<file path="config.mk">
export PLATFORM = sky130hd
export DESIGN_NAME = spi_master_register_block_unit
export DESIGN_NICKNAME = d
export VERILOG_FILES = /design/src/hw/rtl/smrb_pkg.sv /design/src/hw/rtl/smrb_front.sv /design/src/hw/rtl/smrb_back.sv /design/src/hw/rtl/spi_master_register_block_unit.sv
export SDC_FILE = /design/constraint.sdc
export NUM_CORES = 2
export LEC_CHECK = 0
export BUFFER_PORTS_ARGS = -buffer_cell sky130_fd_sc_hd__buf_2
export CAP_MARGIN = 0
export CORE_UTILIZATION = 33
export CTS_CLUSTER_DIAMETER = 120
export CTS_CLUSTER_SIZE = 10
export DETAILED_ROUTE_END_ITERATION = 8
export PLACE_DENSITY = 0.48
export SETUP_SLACK_MARGIN = 0.4
export SLEW_MARGIN = 20
export SYNTH_ARGS = -nofsm -noshare
export SYNTH_HDL_FRONTEND = slang
export SYNTH_HIERARCHICAL = 1
export SYNTH_SLANG_ARGS = --single-unit
</file>
<file path="constraint.sdc">
create_clock -name clk -period 16 [get_ports clk]
set_clock_uncertainty 0.2 [all_clocks]
set_input_delay 0.8 -clock clk [delete_from_list [all_inputs] [get_ports clk]]
set_output_delay 0.8 -clock clk [all_outputs]
set_load 0.03 [all_outputs]
</file>
<file path="src/hw/rtl/smrb_pkg.sv">
// Package for the SPI master register block: command and register codes,
// status and control bit masks, and the queued item type.
// Depends on nothing; the front, the back and the top level import it.
`default_nettype none

package smrb_pkg;

  // Bus commands as they arrive on the command port.
  localparam logic [1:0] CMD_READ  = 2'd0;
  localparam logic [1:0] CMD_WRITE = 2'd1;
  localparam logic [1:0] CMD_FLASH = 2'd2;

  // Register indexes.
  localparam logic [2:0] REG_CTRL   = 3'd0;
  localparam logic [2:0] REG_STATUS = 3'd1;
  localparam logic [2:0] REG_DATA   = 3'd2;
  localparam logic [2:0] REG_PARAM  = 3'd4;
  localparam logic [2:0] REG_CS     = 3'd5;

  // Status bits.
  localparam logic [7:0] ST_SPIF    = 8'h80;
  localparam logic [7:0] ST_WCOL    = 8'h40;
  localparam logic [7:0] ST_TXFULL  = 8'h08;
  localparam logic [7:0] ST_TXEMPTY = 8'h04;
  localparam logic [7:0] ST_RXFULL  = 8'h02;
  localparam logic [7:0] ST_RXEMPTY = 8'h01;

  // Control and parameter bits.
  localparam logic [7:0] CT_IE    = 8'h80;
  localparam logic [7:0] CT_CLEAR = 8'h40;
  localparam logic [7:0] PM_ME    = 8'h01;

  // Reset values and fixed bytes.
  localparam logic [7:0] STATUS_RESET    = 8'h05;
  localparam logic [7:0] PARAM_RESET     = 8'h01;
  localparam logic [7:0] EMPTY_READ      = 8'hEF;
  localparam logic [7:0] FLASH_READ_OP   = 8'h03;
  localparam logic [7:0] CS_FLASH_ACTIVE = 8'h01;
  localparam logic [7:0] CS_FLASH_IDLE   = 8'h11;

  localparam int          FLASH_AW_MAX   = 24;
  localparam logic [3:0]  FLASH_SIZE_MAX = 4'd8;
  localparam logic [3:0]  HEAD_BYTES     = 4'd4;

  // Operation classes decided by the front.
  typedef enum logic [2:0] {
    OP_REG_READ   = 3'd0,
    OP_DATA_READ  = 3'd1,
    OP_REG_WRITE  = 3'd2,
    OP_DATA_WRITE = 3'd3,
    OP_FLASH      = 3'd4,
    OP_NONE       = 3'd5
  } smrb_op_t;

  typedef struct packed {
    smrb_op_t                  op;
    logic [2:0]                addr;
    logic [7:0]                wdata;
    logic [7:0]                reply;
    logic [FLASH_AW_MAX-1:0]   faddr;
    logic [3:0]                fsize;
    logic [63:0]               fbytes;
  } smrb_item_t;

endpackage

`default_nettype wire

</file>
<file path="src/hw/rtl/smrb_front.sv">
// Front end of the SPI master register block: takes bus beats, classifies
// them and holds them in a two-entry queue for the back end.
// Depends on smrb_pkg.
`default_nettype none

module smrb_front import smrb_pkg::*; #(
  parameter int FLASH_ADDR_BITS = 21
) (
  input  wire logic                       clk,
  input  wire logic                       rst,
  input  wire logic                       start,
  output logic                            busy,
  input  wire logic [1:0]                 command,
  input  wire logic [2:0]                 reg_addr,
  input  wire logic [7:0]                 write_data,
  input  wire logic [7:0]                 slave_reply,
  input  wire logic [FLASH_ADDR_BITS-1:0] rom_addr,
  input  wire logic [3:0]                 rom_size,
  input  wire logic [63:0]                rom_slave_bytes,
  output logic                            q_valid,
  output smrb_item_t                      q_item,
  input  wire logic                       q_pop
);

  localparam int QD = 2;
  localparam int QFW = $clog2(QD + 1);

  smrb_item_t       entries [QD];
  logic             head;
  logic             tail;
  logic [QFW-1:0]   fill;
  smrb_item_t       item;
  logic             push;

  always_comb begin
    item.addr   = reg_addr;
    item.wdata  = write_data;
    item.reply  = slave_reply;
    item.faddr  = FLASH_AW_MAX'(rom_addr);
    item.fsize  = (rom_size > FLASH_SIZE_MAX) ? FLASH_SIZE_MAX : rom_size;
    item.fbytes = rom_slave_bytes;
    unique case (command)
      CMD_READ:  item.op = (reg_addr == REG_DATA) ? OP_DATA_READ : OP_REG_READ;
      CMD_WRITE: item.op = (reg_addr == REG_DATA) ? OP_DATA_WRITE : OP_REG_WRITE;
      CMD_FLASH: item.op = OP_FLASH;
      default:   item.op = OP_NONE;
    endcase
  end

  assign busy    = (fill == QFW'(QD));
  assign push    = start && !busy;
  assign q_valid = (fill != '0);
  assign q_item  = entries[head];

  always_ff @(posedge clk) begin
    if (push) begin
      entries[tail] <= item;
    end
  end

  always_ff @(posedge clk) begin
    if (rst) begin
      head <= 1'b0;
      tail <= 1'b0;
      fill <= '0;
    end else begin
      if (push) begin
        tail <= ~tail;
      end
      if (q_pop) begin
        head <= ~head;
      end
      if (push && !q_pop) begin
        fill <= fill + 1'b1;
      end else if (q_pop && !push) begin
        fill <= fill - 1'b1;
      end
    end
  end

endmodule

`default_nettype wire

</file>
<file path="src/hw/rtl/smrb_back.sv">
// Back end of the SPI master register block: register file, receive FIFO
// memory, flash read sequencer and the registered result port.
// Depends on smrb_pkg.
`default_nettype none

module smrb_back import smrb_pkg::*; #(
  parameter int RX_DEPTH = 256
) (
  input  wire logic        clk,
  input  wire logic        rst,
  input  wire logic        q_valid,
  input  wire smrb_item_t  q_item,
  output logic             q_pop,
  output logic             result_valid,
  output logic [7:0]       read_data,
  output logic [63:0]      rom_data,
  output logic             mosi_valid,
  output logic [7:0]       mosi_byte,
  output logic             chip_select,
  output logic             irq,
  output logic             last
);

  localparam int RX_AW = (RX_DEPTH > 1) ? $clog2(RX_DEPTH) : 1;
  localparam int RX_CW = $clog2(RX_DEPTH + 1);

  typedef enum logic [2:0] {
    S_IDLE  = 3'b001,
    S_EXEC  = 3'b010,
    S_FLASH = 3'b100
  } smrb_state_t;

  smrb_state_t       state, state_next;
  smrb_item_t        cur, cur_next;
  logic [3:0]        step, step_next;
  logic [7:0]        regs [8];
  logic [7:0]        regs_next [8];
  logic [RX_CW-1:0]  count, count_next;
  logic [RX_AW-1:0]  rd_ptr, rd_ptr_next;
  logic [RX_AW-1:0]  wr_ptr, wr_ptr_next;
  logic              irq_level, irq_next;
  logic              cs_level, cs_next;

  logic [7:0]        rx_mem [RX_DEPTH];
  logic [7:0]        rx_q;
  logic              mem_we;

  logic              res_valid_next;
  logic [7:0]        rd_next;
  logic [63:0]       rom_next;
  logic              mv_next;
  logic [7:0]        mb_next;
  logic              cs_out_next;
  logic              last_next;

  logic [7:0]        st;
  logic [7:0]        ctl;
  logic              sent;
  logic              touch_irq;
  logic [63:0]       rom_masked;

  // Only the bytes inside the requested size are kept.
  always_comb begin
    for (int i = 0; i < 8; i++) begin
      rom_masked[8*i +: 8] = (4'(i) < cur.fsize) ? cur.fbytes[8*i +: 8] : 8'h00;
    end
  end

  always_comb begin
    state_next     = state;
    cur_next       = cur;
    step_next      = step;
    regs_next      = regs;
    count_next     = count;
    rd_ptr_next    = rd_ptr;
    wr_ptr_next    = wr_ptr;
    irq_next       = irq_level;
    cs_next        = cs_level;
    q_pop          = 1'b0;
    mem_we         = 1'b0;
    res_valid_next = 1'b0;
    rd_next        = 8'h00;
    rom_next       = 64'h0;
    mv_next        = 1'b0;
    mb_next        = 8'h00;
    cs_out_next    = cs_level;
    last_next      = 1'b0;
    st             = regs[REG_STATUS];
    ctl            = regs[REG_CTRL];
    sent           = 1'b0;
    touch_irq      = 1'b0;

    unique case (state)
      S_IDLE: begin
        if (q_valid) begin
          q_pop      = 1'b1;
          cur_next   = q_item;
          state_next = S_EXEC;
        end
      end

      S_EXEC: begin
        state_next     = S_IDLE;
        res_valid_next = 1'b1;
        last_next      = 1'b1;
        unique case (cur.op)
          OP_REG_READ: begin
            rd_next   = regs[cur.addr];
            touch_irq = 1'b1;
          end
          OP_DATA_READ: begin
            if (count == '0) begin
              rd_next = EMPTY_READ;
            end else begin
              st          = st & ~ST_RXFULL;
              rd_next     = rx_q;
              rd_ptr_next = (rd_ptr == RX_AW'(RX_DEPTH - 1)) ? '0 : rd_ptr + 1'b1;
              count_next  = count - 1'b1;
              if (count_next == '0) begin
                st = st | ST_RXEMPTY;
              end
              touch_irq = 1'b1;
            end
          end
          OP_DATA_WRITE: begin
            if (count == RX_CW'(RX_DEPTH)) begin
              st = st | ST_WCOL;
            end else begin
              mem_we      = 1'b1;
              wr_ptr_next = (wr_ptr == RX_AW'(RX_DEPTH - 1)) ? '0 : wr_ptr + 1'b1;
              count_next  = count + 1'b1;
              if (count_next == RX_CW'(RX_DEPTH)) begin
                st = st | ST_RXFULL;
              end
            end
            st        = (st & ~(ST_RXEMPTY | ST_TXFULL)) | ST_TXEMPTY;
            sent      = 1'b1;
            mv_next   = 1'b1;
            mb_next   = cur.wdata;
            touch_irq = 1'b1;
          end
          OP_REG_WRITE: begin
            touch_irq = 1'b1;
            unique case (cur.addr)
              REG_CTRL: begin
                if ((cur.wdata & CT_CLEAR) != 8'h00) begin
                  count_next  = '0;
                  rd_ptr_next = '0;
                  wr_ptr_next = '0;
                  st = (st | ST_RXEMPTY | ST_TXEMPTY) & ~(ST_RXFULL | ST_TXFULL);
                end
                ctl = cur.wdata;
              end
              REG_STATUS: begin
                st = cur.wdata & ~ST_SPIF;
              end
              REG_CS: begin
                regs_next[REG_CS] = cur.wdata;
                if ((regs[REG_PARAM] & PM_ME) == 8'h00 && cur.wdata[0]) begin
                  cs_next = cur.wdata[4];
                end
              end
              default: begin
                regs_next[cur.addr] = cur.wdata;
              end
            endcase
          end
          OP_FLASH: begin
            if ((regs[REG_PARAM] & PM_ME) == 8'h00) begin
              rom_next = '1;
            end else begin
              // The sequence runs with the line low; results are formed in S_FLASH.
              res_valid_next    = 1'b0;
              last_next         = 1'b0;
              regs_next[REG_CS] = CS_FLASH_ACTIVE;
              cs_next           = 1'b0;
              step_next         = 4'd0;
              state_next        = S_FLASH;
            end
          end
          default: begin
          end
        endcase
        if (touch_irq) begin
          if (count_next != '0 || sent) begin
            st = st | ST_SPIF;
          end
          irq_next = ((st & ST_SPIF) != 8'h00) && ((ctl & CT_IE) != 8'h00);
        end
        regs_next[REG_STATUS] = st;
        regs_next[REG_CTRL]   = ctl;
        cs_out_next           = cs_next;
      end

      S_FLASH: begin
        res_valid_next = 1'b1;
        cs_out_next    = 1'b0;
        step_next      = step + 1'b1;
        if (step < HEAD_BYTES) begin
          mv_next = 1'b1;
          case (step[1:0])
            2'd0:    mb_next = FLASH_READ_OP;
            2'd1:    mb_next = cur.faddr[23:16];
            2'd2:    mb_next = cur.faddr[15:8];
            default: mb_next = cur.faddr[7:0];
          endcase
        end else if (step < HEAD_BYTES + cur.fsize) begin
          mv_next = 1'b1;
        end else begin
          rom_next          = rom_masked;
          regs_next[REG_CS] = CS_FLASH_IDLE;
          cs_next           = 1'b1;
          cs_out_next       = 1'b1;
          last_next         = 1'b1;
          state_next        = S_IDLE;
        end
      end

      default: begin
        state_next = S_IDLE;
      end
    endcase
  end

  // Receive store: one write port, registered read at the read pointer.
  always_ff @(posedge clk) begin
    if (mem_we) begin
      rx_mem[wr_ptr] <= cur.reply;
    end
    rx_q <= rx_mem[rd_ptr];
  end

  always_ff @(posedge clk) begin
    cur         <= cur_next;
    step        <= step_next;
    read_data   <= rd_next;
    rom_data    <= rom_next;
    mosi_valid  <= mv_next;
    mosi_byte   <= mb_next;
    chip_select <= cs_out_next;
    irq         <= irq_next;
    last        <= last_next;
  end

  always_ff @(posedge clk) begin
    if (rst) begin
      state        <= S_IDLE;
      for (int i = 0; i < 8; i++) begin
        if (3'(i) == REG_STATUS) begin
          regs[i] <= STATUS_RESET;
        end else if (3'(i) == REG_PARAM) begin
          regs[i] <= PARAM_RESET;
        end else begin
          regs[i] <= 8'h00;
        end
      end
      count        <= '0;
      rd_ptr       <= '0;
      wr_ptr       <= '0;
      irq_level    <= 1'b0;
      cs_level     <= 1'b0;
      result_valid <= 1'b0;
    end else begin
      state        <= state_next;
      regs         <= regs_next;
      count        <= count_next;
      rd_ptr       <= rd_ptr_next;
      wr_ptr       <= wr_ptr_next;
      irq_level    <= irq_next;
      cs_level     <= cs_next;
      result_valid <= res_valid_next;
    end
  end

endmodule

`default_nettype wire

</file>
<file path="src/hw/rtl/spi_master_register_block_unit.sv">
// Top level of the SPI master register block: front end with item queue
// feeding the execution back end. Depends on smrb_pkg, smrb_front, smrb_back.
//
//   channel   handshake                 fields
//   command   start / busy              command reg_addr write_data slave_reply
//                                       rom_addr rom_size rom_slave_bytes
//   result    result_valid (strobe)     read_data rom_data mosi_valid mosi_byte
//                                       chip_select irq last
//
// A beat is taken when start is high and busy is low; two beats can wait in
// the queue while the back end works. Register reads and writes each pass
// through a fetch from the queue, then execute against the register file
// and the receive store read port. An enabled flash read runs fetch,
// setup, then one result per cycle for the four header bytes, the data
// bytes and the final assembled value.
// Reset is synchronous; results appear in the cycle after they are formed
// and hold for a single cycle, as the receiver cannot stall.
`default_nettype none

module spi_master_register_block_unit import smrb_pkg::*; #(
  parameter int RX_DEPTH        = 256,
  parameter int FLASH_ADDR_BITS = 21
) (
  input  wire logic                       clk,
  input  wire logic                       rst,
  input  wire logic                       start,
  output logic                            busy,
  input  wire logic [1:0]                 command,
  input  wire logic [2:0]                 reg_addr,
  input  wire logic [7:0]                 write_data,
  input  wire logic [7:0]                 slave_reply,
  input  wire logic [FLASH_ADDR_BITS-1:0] rom_addr,
  input  wire logic [3:0]                 rom_size,
  input  wire logic [63:0]                rom_slave_bytes,
  output logic                            result_valid,
  output logic [7:0]                      read_data,
  output logic [63:0]                     rom_data,
  output logic                            mosi_valid,
  output logic [7:0]                      mosi_byte,
  output logic                            chip_select,
  output logic                            irq,
  output logic                            last
);

  logic       q_valid;
  logic       q_pop;
  smrb_item_t q_item;

  smrb_front #(
    .FLASH_ADDR_BITS(FLASH_ADDR_BITS)
  ) u_front (
    .clk             (clk),
    .rst             (rst),
    .start           (start),
    .busy            (busy),
    .command         (command),
    .reg_addr        (reg_addr),
    .write_data      (write_data),
    .slave_reply     (slave_reply),
    .rom_addr        (rom_addr),
    .rom_size        (rom_size),
    .rom_slave_bytes (rom_slave_bytes),
    .q_valid         (q_valid),
    .q_item          (q_item),
    .q_pop           (q_pop)
  );

  smrb_back #(
    .RX_DEPTH(RX_DEPTH)
  ) u_back (
    .clk          (clk),
    .rst          (rst),
    .q_valid      (q_valid),
    .q_item       (q_item),
    .q_pop        (q_pop),
    .result_valid (result_valid),
    .read_data    (read_data),
    .rom_data     (rom_data),
    .mosi_valid   (mosi_valid),
    .mosi_byte    (mosi_byte),
    .chip_select  (chip_select),
    .irq          (irq),
    .last         (last)
  );

endmodule

`default_nettype wire
</file>
======== After elaboration in Yosys (flattened, before gate mapping) ========
Memory sizes are Yosys's and may differ from the RTL's. A register that Yosys moved wholly into a read port is not among the register bits.
Index checks and enable logic that the tools add are counted.
Widths: inputs -> output; s select.
operators by class
  add/subtract/negate cells ............... 8
  order comparisons ....................... 13
  eq/ne operators ......................... 33
  multiplexer cells ....................... 107
  bitwise logic cells ..................... 4
  reductions and logical operators ........ 35
operators with widths
  cell                 number
  $mux 64              4
  $mux 8               30
  $pmux 64 s2          1
  $pmux 8 s2           8
  $bwmux 64            1
  $pmux 8 s3           2
  $mux 9               5
  $mux 1               29
  $pmux 9 s3           1
  $bmux 8 s3           1
  $demux 8 s3          1
  $ne 2x2->1 const B   10
  $eq 9x9->1 const B   2
  $logic_not 9->1      2
  $pmux 3 s3           2
  $add 8x1->8 const B  2
  $eq 8x8->1 const B   2
  $lt 3x4->1 const A   4
  $mux 4               4
  $mux 3               5
  $reduce_and 3->1     5
  $pmux 1 s2           7
  $eq 3x2->1 const B   4
  $reduce_and 5->1     2
  36 further kinds     66
word-level totals
  bits in registers ....................... 211
  memory bits (writable) .................. 2270
  output and inout port bits .............. 86
  memories ................................ 2
memory list
  name             words  width  rd ports  clocked after memory_dff  wr ports  line              RTL
  u_back.rx_mem    256    8      1         1                         1         smrb_back.sv:44   logic [7:0] rx_mem [RX_DEPTH];
  u_front.entries  2      111    1         1                         1         smrb_front.sv:28  smrb_item_t entries [QD];

======== Depth between registers and ports, before layout ========
  depth in word-level cells ............... 12
  gate-level depth with buffers ........... 13
  depth with buffers taken out ............ 9

======== Modules after synthesis ========
Netlist, hierarchy kept.
modules (own cells, without submodules)
  module      times used  cells each  area an instance (um^2)  seq. area each (um^2)
  smrb_back   1           4917        91899.4                  68786.0
  smrb_front  1           384         8329.2                   6766.5

======== Worst setup path before layout ========
Ideal clock, no wire load.
  path kind ............................... reg-to-reg
  start ................................... register u_back.state[2]
  end ..................................... register u_front.fill[1]
  arrival ................................. 6853 ps
  path slack .............................. 8877 ps
  cell stages (with the launch flop) ...... 8
  buffers on the path ..................... 0
  clock period less this slack ............ 7123 ps
  cells stage by stage .................... dfxtp_1 -> or3b_2 -> nor2_1 -> inv_1 -> ha_1 -> xor2_1 -> or3_1 -> a21oi_1
between the ends
  word-level cells in the longest chain between the ends .. 5
  elaborated cells on any way between the ends .. 7
  those cells by class .................... 1 x eq/ne; 2 x mux; 4 x reduce/logical
ends and longest elaborated chain
  what                                         line                                  RTL
  start: declaration                           smrb_back.sv:33                       smrb_state_t state, state_next;
  start signal: assignment                     smrb_back.sv:264                      state <= state_next;
  $eq 3x1->1 *                                 smrb_back.sv:93                       unique case (state)
  $mux 1 *                                     smrb_back.sv:93
  via q_pop                                    spi_master_register_block_unit.sv:46  logic q_pop;
  $logic_not 1->1                              smrb_front.sv:73                      if (push && !q_pop) begin
  $logic_and 1x1->1                            smrb_front.sv:73
  $mux 2 or $reduce_bool 2->1 (tied branches)  -
  end signal: assignment                       smrb_front.sv:74                      fill <= fill + 1'b1;
  end signal: assignment                       smrb_front.sv:76                      fill <= fill - 1'b1;
  end: declaration                             smrb_front.sv:31                      logic [QFW-1:0] fill;
The timed path passes the listed nets; every way through them passes the cells marked *.
A chain may end at the register's enable or synchronous reset.

==> metrics.md <==
| Metric | Value |
|---|---|
| DRC viols | 0 |
| Initial Util | 33.3% |
| Post-synth top flop | edfxtp_1 |
| TNS Setup | 0 ps |
| Synth top area cells | edfxtp_1 (72%), mux4_2 (9.7%), dfxtp_1 (3.8%) |
| CP dominant cell by count | buf_4 |
| H-tree levels | 5 |
| Reg2reg start | u_back/rd_ptr[1] |
| GRT Util Overall | 19.4% |
| Gpl congestion | 0.830 |
| CP bufs+invs | 4 |
| Setup Fix Bufs, Post-CTS | 0 |
| CTS max path bufs | 4 |
| Clk root buf | clkbuf_16 |
| TritonCTS clock tree | built |
| Mapped cell area | ~100,000 µm² |
| Die Ht | 553 µm |
| Clock-pin transition on the worst setup and hold timing paths | 60 ps |
| Yosys warning total | 6 |
| Rows | 201 |
| Initial DRC Count | 5,493 |
| Layout area overhead | 14.8% |
| Max Slew Vio Count | 0 |
| 1st-pass router iterations | 7 |
| Final Hold Fails | 0 |
| P_leak | 35.7 nW |
| Worst-path fanout max | 46 |
| Routed len/inst | slightly above 30 µm |
| Cell taking the most area after synthesis | edfxtp_1 |
| Total CTS buffers | 296 |
| Hold Startpoint | command[0] |
| Core ar. | 301,000 µm² |
| Largest net degree at the start of global routing | 175 |
| RSZ-0062 raised after global routing | no |
| Commonest non-fill, non-tap cell in the layout | edfxtp_1 |
| Worst Tran Pin Value | 1280 ps |
| Final ANT Viol Nets | 0 |
| PD cells | about 140 nW/µm² |
| Seq/Total Area, Yosys | around three quarters |
| Max-cap violation count | 0 |
| Vias/cell | approximately 5.4 |
| Reg2reg path depth | 10 |
| Cells after Synth | between 5,000 and 6,000 |
| Worst min path class | in2reg |
| Critical Path Slowest Stage Cell | nor4_1 |
| Minimum clock period | 5950 ps |
| Asr flop ratio synth | 0% |
| DR vias | 53,281 |
| Fmax | around 170 MHz |
| Headroom to the max-slew limit | between 10% and 20% |
| First-pass GRT wire length | roughly 420 mm |
| Most frequent cells in the layout | edfxtp_1 (2,388), mux4_2 (430), nor2_1 (408) |
| Total gr overflow | 0 |
| Flop2flop setup slack | 10,050 ps |
| Drt total wl | 302 mm |
| Hold path depth | 3 |
| Peak VDD IR | 122 µV |
| CP endpoint kind | register |
| Status | complete, no violations |
| Worst hold endpoint | u_front/entries[0][108] |
| Layout cells sized above 1 | roughly 22% |
| Top-area cell type share of the netlist area | 71.5% |
| Hold buffer count at cts | between 100 and 150 |
| Initial antenna violation count | 22 |
| PortBufs | 198 |
| Fin crit share | 37.2% |
| Die X | about 550 µm |
| Worst Path Required | about 17,000 ps |
| Worst-path cell chain | buf_4, buf_4, buf_4, buf_4, mux4_2, a22oi_1, a21oi_1, nor4_1, a311o_1, o31ai_1 |
| Boundary Pins | 199 |
| Cell variety after synth | 91 |
| CP peak stage delay | roughly 1100 ps |
| Post-CTS sizing | 0 |
| DP Wirelength | 182 mm |
| CP startpoint kind | register |
| Worst setup margin | 10,050 ps |
| Die area | a little over 300,000 µm² |
| Clk sink count | 2,580 |
| Crit path max-delay family | buffers and inverters |
| Post-Place Cells | roughly 9,300 |
| Clock latency on the worst-skew pair | 890 ps |
| Synthesized area per cell | around 19 µm² |
| Critical path data arrival time | 6480 ps |
| Post-Layout Cell Count | a little under 10,000 |
| Endpoints failing setup | 0 |
| Final net count | 5,842 |
| R2r endpoint | u_back/rx_q[0] |
| Synth Register Bits | about 2,600 |
| Critical path class | reg2reg |
| Vias in the first global route | approximately 54,000 |
| EDFF count, synth | 2,388 |
| DP Worst Slack | 10,120 ps |
[worst max-delay path by stage]
stage / slack (ps) / to / cells past startpoint / startpoint
final: 10050 / u_back/rx_q[0] / 10 / u_back/rd_ptr[1]
after global routing: 9960 / u_back/rx_q[6] / 8 / u_back/rd_ptr[0]
after CTS: 10150 / u_back/rx_q[6] / 8 / u_back/rd_ptr[0]
after detailed placement: 10120 / u_back/rx_q[6] / 8 / u_back/rd_ptr[0]
after global placement: 10060 / u_back/rx_q[6] / 8 / u_back/rd_ptr[0]
after floorplan: 8880 / u_front/fill[1] / 7 / u_back/state[2]
[worst min-delay path, cell delays in order]
cell,delay (ps)
buf_2,100
nand2_1,50
o21ai_0,90
[flip-flops by register name, summed over array words and instances, names as in the netlist, 2 cells and up, named ones only]
name	count
u_back/count	9
u_back/cur	114
u_back/mosi_byte	8
u_back/rd_ptr	8
u_back/read_data	8
u_back/regs	64
u_back/rom_data	64
u_back/rx_mem	2048
u_back/rx_q	8
u_back/state	3
u_back/step	4
u_back/wr_ptr	8
u_front/entries	222
u_front/fill	2
[metal layers]
metal	part of all wire (%)	vias up	GRT usage, %
met3	6.0	444	2.68
li1	-	22238	-
met5	0.019	-	0
met1	44	28631	27.1
met4	3.1	8	6.14
met2	47	1960	31.2
[through the flow]
stage / utilization, % / hold slack [ps] / area (µm²) / power (W)
final: 38.2 / 81.9 / 115000 / 0.0162
after detailed placement: 35.1 / 228 / 106000 / 0.0102
after floorplan: - / 220 / 100000 / 0.00959
after global placement: 35.0 / 223 / 105000 / 0.0101
after global routing: 38.2 / 56.4 / 115000 / 0.0167
after CTS: 38.2 / 7.24 / 115000 / 0.0163
[synth_stat cells (19+ instances only)]
master       n
a211oi_1    25
a21o_1      69
a21oi_1    128
a221o_1     22
a221oi_1    55
a22oi_1     74
a31oi_1     22
and3_1      19
buf_1       25
buf_2       51
buf_4       27
buf_6       48
clkbuf_1   161
dfxtp_1    192
edfxtp_1  2388
ha_1        19
inv_1       30
mux2_2     130
mux2i_1    258
mux4_2     430
nand2_1    164
nand3_1     48
nand4_1     21
nor2_1     428
nor2b_1     38
nor3_1      35
o21ai_0     74
o22ai_1     33
o31ai_1     19
[final cells by class]
cell class	count	area (µm²)
Multi-Input combinational cell	2365	22800
Inverter	32	128
Fill cell	27402	186000
Timing Repair Buffer	435	3160
Sequential cell	2580	75600
Clock inverter	21	384
Antenna cell	11	27.5
Tap cell	3958	4950
Clock buffer	406	7990
[report_power, final]
part           switching, W  total [W]  internal [W]
clock               0.00263    0.00613       0.00349
combinational       0.00121    0.00148      0.000268
sequential         0.000145    0.00857       0.00842
total               0.00399     0.0162        0.0122
[logic make-up (layout without fill, tap and decap cells)]
logic type	after synthesis	in the layout	share of synthesized area, %
flip-flops	2580	2580	75.4
adder cells (fa/ha/maj)	19	19	0.237
multiplexers	821	821	13.7
AND/OR/NAND/NOR	845	845	3.80
other	1	14	0.00374
XOR/XNOR	17	17	0.149
buffers and inverters	358	894	2.05
AO/OA/AOI/OAI	660	660	4.64
(Power assumes the default switching activity.)
